**src/rtl/core/tpc_pkg.sv**
```systemverilog
// Shared widths, constants and transfer structs for the three-point circumradius pipeline.
// No dependencies; every module of the block imports this package.
package tpc_pkg;

    localparam int COORD_BITS = 12;
    localparam int FRAC_BITS  = 8;

    localparam int IN_W  = 12;
    localparam int OUT_W = 32;

    localparam int DIFF_W = COORD_BITS + 1;
    localparam int SUM_W  = COORD_BITS + 1;
    localparam int PROD_W = 2 * COORD_BITS + 2;
    localparam int NUM_W  = 3 * COORD_BITS + 3;
    localparam int NMAG_W = 3 * COORD_BITS + 2;
    localparam int DVS_W  = 2 * COORD_BITS + 2;
    localparam int QUO_W  = NMAG_W + 1;

    localparam int WIDE_W = 64;
    localparam int DMAG_W = OUT_W - FRAC_BITS;
    localparam int SQ_W   = 2 * DMAG_W;
    localparam int RAD_W  = 64;
    localparam int ROOT_W = 32;
    localparam int SREM_W = ROOT_W + 4;

    localparam logic signed [WIDE_W-1:0] INT32_MAX_W = 64'sd2147483647;
    localparam logic signed [WIDE_W-1:0] INT32_MIN_W = -64'sd2147483648;

    typedef struct packed {
        logic [COORD_BITS-1:0] x1;
        logic [COORD_BITS-1:0] y1;
        logic [NMAG_W-1:0]     nmag_x;
        logic [NMAG_W-1:0]     nmag_y;
        logic                  neg_x;
        logic                  neg_y;
        logic [DVS_W-1:0]      dvs;
        logic                  coll;
    } front_t;

    typedef struct packed {
        logic [COORD_BITS-1:0] x1;
        logic [COORD_BITS-1:0] y1;
        logic [NMAG_W-1:0]     q_x;
        logic [NMAG_W-1:0]     q_y;
        logic                  neg_x;
        logic                  neg_y;
        logic                  coll;
    } div_t;

    typedef struct packed {
        logic [OUT_W-1:0] cx;
        logic [OUT_W-1:0] cy;
        logic             sat;
        logic             rsat;
        logic             coll;
    } side_t;

    typedef struct packed {
        logic [RAD_W-1:0] rad;
        side_t            side;
    } sq_in_t;

    typedef struct packed {
        logic [ROOT_W-1:0] root;
        side_t             side;
    } sq_out_t;

endpackage

```
**src/rtl/core/tpc_post.sv**
```systemverilog
// Center signing and clamping, offset to the first point and its squared length.
// Five register stages; depends on tpc_pkg.
module tpc_post (
    input  logic             clk,
    input  logic             rst_n,
    input  logic             adv,
    input  logic             in_vld,
    input  tpc_pkg::div_t    in_data,
    output logic             out_vld,
    output tpc_pkg::sq_in_t  out_data
);
    import tpc_pkg::*;

    logic [4:0]                 vld_reg;
    // stage 1: signed center
    logic signed [QUO_W-1:0]    cx_reg, cy_reg;
    logic [COORD_BITS-1:0]      x1_p1_reg, y1_p1_reg;
    logic                       coll_p1_reg;
    logic signed [QUO_W-1:0]    qx_pos, qy_pos;
    // stage 2: clamp and offset
    logic signed [WIDE_W-1:0]   cx_w, cy_w;
    logic [OUT_W-1:0]           cx32_next, cy32_next;
    logic                       sat_next;
    logic [OUT_W-1:0]           cx32_reg, cy32_reg;
    logic                       sat_p2_reg, coll_p2_reg;
    logic signed [WIDE_W-1:0]   dx_reg, dy_reg;
    // stage 3: magnitudes
    logic [WIDE_W-1:0]          dx_mag, dy_mag;
    logic [DMAG_W-1:0]          dmx_reg, dmy_reg;
    logic                       over_p3_reg;
    side_t                      side_p3_reg;
    // stage 4: squares
    logic [SQ_W-1:0]            sqx_reg, sqy_reg;
    logic                       over_p4_reg;
    side_t                      side_p4_reg;
    // stage 5: sum
    logic [SQ_W:0]              ssum;
    sq_in_t                     p5_reg, p5_next;

    assign qx_pos = $signed({1'b0, in_data.q_x});
    assign qy_pos = $signed({1'b0, in_data.q_y});

    assign cx_w = WIDE_W'(cx_reg);
    assign cy_w = WIDE_W'(cy_reg);

    always_comb
    begin
        sat_next  = 1'b0;
        cx32_next = cx_w[OUT_W-1:0];
        cy32_next = cy_w[OUT_W-1:0];
        if (cx_w > INT32_MAX_W)
        begin
            cx32_next = INT32_MAX_W[OUT_W-1:0];
            sat_next  = 1'b1;
        end
        else if (cx_w < INT32_MIN_W)
        begin
            cx32_next = INT32_MIN_W[OUT_W-1:0];
            sat_next  = 1'b1;
        end
        if (cy_w > INT32_MAX_W)
        begin
            cy32_next = INT32_MAX_W[OUT_W-1:0];
            sat_next  = 1'b1;
        end
        else if (cy_w < INT32_MIN_W)
        begin
            cy32_next = INT32_MIN_W[OUT_W-1:0];
            sat_next  = 1'b1;
        end
    end

    assign dx_mag = dx_reg[WIDE_W-1] ? WIDE_W'(-dx_reg) : WIDE_W'(dx_reg);
    assign dy_mag = dy_reg[WIDE_W-1] ? WIDE_W'(-dy_reg) : WIDE_W'(dy_reg);

    assign ssum = (SQ_W+1)'(sqx_reg) + (SQ_W+1)'(sqy_reg);

    always_comb
    begin
        p5_next           = '0;
        p5_next.rad       = RAD_W'(ssum[SQ_W-1:0]) << (2 * FRAC_BITS);
        p5_next.side      = side_p4_reg;
        p5_next.side.rsat = over_p4_reg | ssum[SQ_W];
    end

    always_ff @(posedge clk or negedge rst_n)
    begin
        if (!rst_n)
        begin
            vld_reg <= '0;
        end
        else if (adv)
        begin
            vld_reg <= {vld_reg[3:0], in_vld};
        end
    end

    always_ff @(posedge clk)
    begin
        if (adv)
        begin
            cx_reg      <= in_data.neg_x ? -qx_pos : qx_pos;
            cy_reg      <= in_data.neg_y ? -qy_pos : qy_pos;
            x1_p1_reg   <= in_data.x1;
            y1_p1_reg   <= in_data.y1;
            coll_p1_reg <= in_data.coll;

            cx32_reg    <= cx32_next;
            cy32_reg    <= cy32_next;
            sat_p2_reg  <= sat_next;
            coll_p2_reg <= coll_p1_reg;
            // offset is taken from the unclamped center
            dx_reg      <= $signed(WIDE_W'(x1_p1_reg)) - cx_w;
            dy_reg      <= $signed(WIDE_W'(y1_p1_reg)) - cy_w;

            dmx_reg          <= dx_mag[DMAG_W-1:0];
            dmy_reg          <= dy_mag[DMAG_W-1:0];
            over_p3_reg      <= (|dx_mag[WIDE_W-1:DMAG_W]) | (|dy_mag[WIDE_W-1:DMAG_W]);
            side_p3_reg.cx   <= cx32_reg;
            side_p3_reg.cy   <= cy32_reg;
            side_p3_reg.sat  <= sat_p2_reg;
            side_p3_reg.rsat <= 1'b0;
            side_p3_reg.coll <= coll_p2_reg;

            sqx_reg     <= SQ_W'(dmx_reg) * SQ_W'(dmx_reg);
            sqy_reg     <= SQ_W'(dmy_reg) * SQ_W'(dmy_reg);
            over_p4_reg <= over_p3_reg;
            side_p4_reg <= side_p3_reg;

            p5_reg <= p5_next;
        end
    end

    assign out_vld  = vld_reg[4];
    assign out_data = p5_reg;

endmodule

```
**config.mk**
```make
export PLATFORM = sky130hd
export DESIGN_NAME = tpc_post
export DESIGN_NICKNAME = d
export VERILOG_FILES = /design/src/rtl/core/tpc_pkg.sv /design/src/rtl/core/tpc_post.sv
export SDC_FILE = /design/constraint.sdc
export NUM_CORES = 2
export LEC_CHECK = 0
export BUFFER_PORTS_ARGS = -buffer_cell sky130_fd_sc_hd__buf_2
export CAP_MARGIN = 25
export CELL_PAD_IN_SITES_DETAIL_PLACEMENT = 1
export CELL_PAD_IN_SITES_GLOBAL_PLACEMENT = 1
export CORE_MARGIN = 10
export CORE_UTILIZATION = 30
export DETAILED_ROUTE_END_ITERATION = 12
export PLACE_DENSITY = 0.55
export SYNTH_ARGS = -nofsm -noshare
export SYNTH_HDL_FRONTEND = slang
export SYNTH_SLANG_ARGS = --single-unit
```
**constraint.sdc**
```tcl
create_clock -name clk -period 13 [get_ports clk]
set_input_delay 3.9 -clock clk [delete_from_list [all_inputs] [get_ports clk]]
set_output_delay 3.9 -clock clk [all_outputs]
set_load 0.03 [all_outputs]
```
# Word level (Yosys, flattened, before mapping)

Cells that the tools add are included.

$add $sub $neg: 7
Multipliers: 2
Divide/modulo/power cells: 0
Order comparisons: 4
Equal/unequal tests: 0
Shifts and indexed selects: 0
Mux-type cells: 7
Bitwise operators: 2
Reductions and logical operators: 3

Operators with widths:

| cell                                                                           | count |
|---|---|
| 64-bit two-way mux                                                             | 2 |
| 64-bit negation                                                                | 2 |
| 24-bit by 24-bit multiplier with 48-bit output                                 | 2 |
| 40-bit OR reduction                                                            | 2 |
| 13-bit by 39-bit subtractor with 40-bit output                                 | 2 |
| 39-bit by 32-bit > comparator with 1-bit output, second input constant         | 2 |
| 39-bit by 32-bit less-than comparator with 1-bit output, second input constant | 2 |
| 38-bit negation with 39-bit output                                             | 2 |
| 38-bit two-way mux                                                             | 2 |
| 32-bit two-way mux                                                             | 2 |
| 48-bit by 48-bit adder with 49-bit output                                      | 1 |
| 3-bit OR reduction                                                             | 1 |
| 1-bit OR                                                                       | 2 |
| 1-bit two-way mux                                                              | 1 |

Bits in registers: 695
Latch bits: 0
Memory bits (writable): 0
ROM bits: 0
Input bits: 107
Output and inout bits: 132
Memories: 0

# Depth between registers and ports, before layout

Depth in word-level cells: 4
Mapped depth: 27
Gate-level depth less buffers: 26

# Least setup slack after synthesis

Ideal clock, no wire load.

Path kind: register to register
Start: register dmy_reg[6]
End: register sqy_reg[44], data pin
Setup time: 195 ps
Arrival time: 7279 ps
Setup slack: 5526 ps
Stages on the path, launching flop included: 27
Path buffers: 1
Cell sequence: edfxtp_1 -> clkbuf_1 -> nand2_1 -> fa_1 -> inv_1 -> fa_1 -> inv_1 -> fa_1 -> inv_1 -> fa_1 -> inv_1 -> fa_1 -> inv_1 -> fa_1 -> inv_1 -> fa_1 -> inv_1 -> ha_1 -> and3_1 -> a221o_1 -> or3_1 -> o211ai_1 -> a21oi_1 -> o2111a_1 -> o221ai_1 -> or4b_2 -> o311ai_0

Word-level cells in the longest chain between the ends: 1

RTL lines:

| what                                           | RTL line        | RTL |
|---|---|---|
| start, declared                                | tpc_post.sv:29  | `logic [DMAG_W-1:0] dmx_reg, dmy_reg;` |
| start signal, assigned                         | tpc_post.sv:117 | `dmy_reg <= dy_mag[DMAG_W-1:0];` |
| 24-bit by 24-bit multiplier with 48-bit output | tpc_post.sv:126 | `sqy_reg <= SQ_W'(dmy_reg) * SQ_W'(dmy_reg);` |
| end signal, assigned                           | tpc_post.sv:126 |  |
| end, declared                                  | tpc_post.sv:33  | `logic [SQ_W-1:0] sqx_reg, sqy_reg;` |

Every way passes these cells.
A chain may end at the register's enable or synchronous reset.

# Worst setup path in the final report

Start: register dmy_reg[4]
End: register sqy_reg[44], data pin

The elaborated chain is that of the path after synthesis.

==> out/metrics.cfg <==
[cts]
postCtsHoldBufs=0
cts_buffers=81
clk_latency_ps=720
htree_levels=3
cts.sinks=645
clkTransAtPathRegs_ps=60
cts_tree=built
post-cts-setup-buffers=0
cts_resized=0
clk_path_buf_depth=3
clockRootBuffer=clkbuf_16

[sta]
rsz0062_at_grt=false
worst_pin_slew_ps=986
timing.final.hold_violations=0
fin_setup_tns_ps=0
relSlewSlack_pct=34.3
period_needed_ps=8520
clock_skew_ps=77.2
slew_violations=0
setup-violations-final=0
fmax_mhz=117
fin_crit_sh_pct=65.6

[die]
fp.dieW_um=469
die_h_um=469
fp.coreArea_um2=200000
initial_core_util_pct=30.3
dieArea_um2=220000
rows=164
ios=239

[synthesis]
yosysSeqAreaShare_pct=31.9
synth_top_area_share_pct=31.7
yosysMostFrequentCell=inv_1
synth-main-ff-cell=edfxtp_1
synth-seq-cells=645
syn_inst=5523
syn_avg_cell_area_um2=11.0
synth.area.top_cells=edfxtp_1, fa_1, ha_1
synthTopCellsByCount=inv_1, fa_1, edfxtp_1
synth_area_um2=60600
synth_cell_types=81
ys_warn_count=0
synth_top_area_cell=edfxtp_1
postSynth.asyncResetShare_pct=0.775
synth_edf_count=640

[detailed_routing]
drtIter0Drc=1725
wl_mm=156
routedWlPerCell_um=18.4
drcViolationCount=0
drt-pass1-iter-count=5
vias_per_cell=4.57
antenna_left=0
vias=38600

[final_layout]
multi_input_area_um2=35800
drive_above_1_share_pct=7.76
regArea_um2=19300
fillers=22300
largest_reg_flops=115
synthToLayoutAreaGrowth_pct=11.6
nets=7134

[setup_path]
crit_start=dmy_reg[4]
crit_fanout=24
reg2regPathDepth=23
ff2ff_setup_slack_ps=4480
startpoint_type=flip-flop
required_ps=13520
end_kind=flip-flop
worstReg2RegEnd=sqy_reg[44]
worstSetupPathType=flip-flop to flip-flop
cp.arrival_ps=9040
r2r-start=dmy_reg[4]

[grt]
grt_util_all_layers_pct=14.2
grt_pass1_vias=43900
antenna_found_initial=7
grt_remaining_overflow=0
grt_pass1_wl_mm=249
grt_max_degree=183

[placement]
routabilityCongestion=0.829
place_hpwl_mm=122
portBuffers=222

[outcome]
outcome=finished clean

[worst_hold_path]
hp-start=cx32_reg[18]
hold_depth=0
min_path_type=flip-flop to flip-flop
hold_end=side_p3_reg[53]

[flow_run]
maxCapViolCount=0

==> worst max-delay path, cell delays in order, from the launching register on <==
cell	delay, ps
edfxtp_1	980
nand2_1	280
fa_1	600
inv_1	60
fa_1	530
inv_1	50
fa_1	490
fa_1	530
inv_1	50
fa_1	480
fa_1	540
inv_1	50
fa_1	530
inv_1	40
ha_1	360
and3_1	240
a221o_1	330
or3_1	320
o211ai_1	290
a21oi_1	260
o2111a_1	340
o221ai_1	260
or4b_2	600
o311ai_0	110
==> layout by cell type, fill, tap and decap left out, types with 142 or more instances in the layout <==
cell      count
edfxtp_1    640
a21oi_1     142
buf_2       221
and2_1      251
nor2_1      160
ha_1        426
inv_1      1288
nand2_1     407
fa_1        864
xnor2_1     256
==> final cells by class <==
class / count / share of cell area, %
Clock inverter: 51 / 0.832
Tap cell: 2656 / 4.91
Inverter: 1288 / 7.15
Clock buffer: 94 / 3.07
Antenna cell: 4 / 0.0148
Sequential cell: 645 / 28.6
Timing Repair Buffer: 283 / 2.49
Multi-Input combinational cell: 3438 / 52.9
==> worst max-delay path by stage <==
stage	endpoint	slack [ps]	cells after the start
final	sqy_reg[44]	4480	23
after CTS	sqy_reg[44]	4250	23
after floorplan	sqy_reg[44]	5530	26
after detailed placement	sqy_reg[44]	4290	23
after global routing	sqy_reg[44]	4080	23
after global placement	sqy_reg[44]	4470	24
==> cells by family after synthesis <==
kind of cell,after synthesis,share of synthesized area (%)
xor gates and xnor gates,325,4.70
AOI/OAI and AO/OA,622,6.78
buffers and inverters,1455,9.12
DFF,645,31.9
adders and majority gates,1290,37.3
muxes,15,0.270
other,1,0.00619
and+or+nand+nor,1170,9.87
==> stage by stage <==
| stage | utilization (%) | hold WS [ps] | instances | area, um2 | setup slack (ps) |
|---|---|---|---|---|---|
| final | 33.8 | 385 | 8459 | 67600 | 4480 |
| after floorplan | - | 400 | 5538 | 60700 | 5530 |
| after global routing | 33.8 | 375 | 8458 | 67600 | 4080 |
| after global placement | 32.4 | 401 | 8304 | 64900 | 4470 |
| after CTS | 33.7 | 370 | 8451 | 67500 | 4250 |
| after detailed placement | 32.4 | 406 | 8306 | 64900 | 4290 |
==> layer usage <==
| metal | track usage (%) | part of all wire (%) | up-vias |
|---|---|---|---|
| met2 | 24.5 | 49 | 571 |
| met1 | 18.1 | 44 | 19900 |
| met3 | 2.70 | 4.4 | 166 |
| met4 | 3.76 | 2.6 | 2 |
| met5 | 0 | 0.0083 | - |
| li1 | - | - | 18000 |
Power is not shown: default switching activity piles up to over one toggle a cycle in this logic, so the estimate is an artifact.
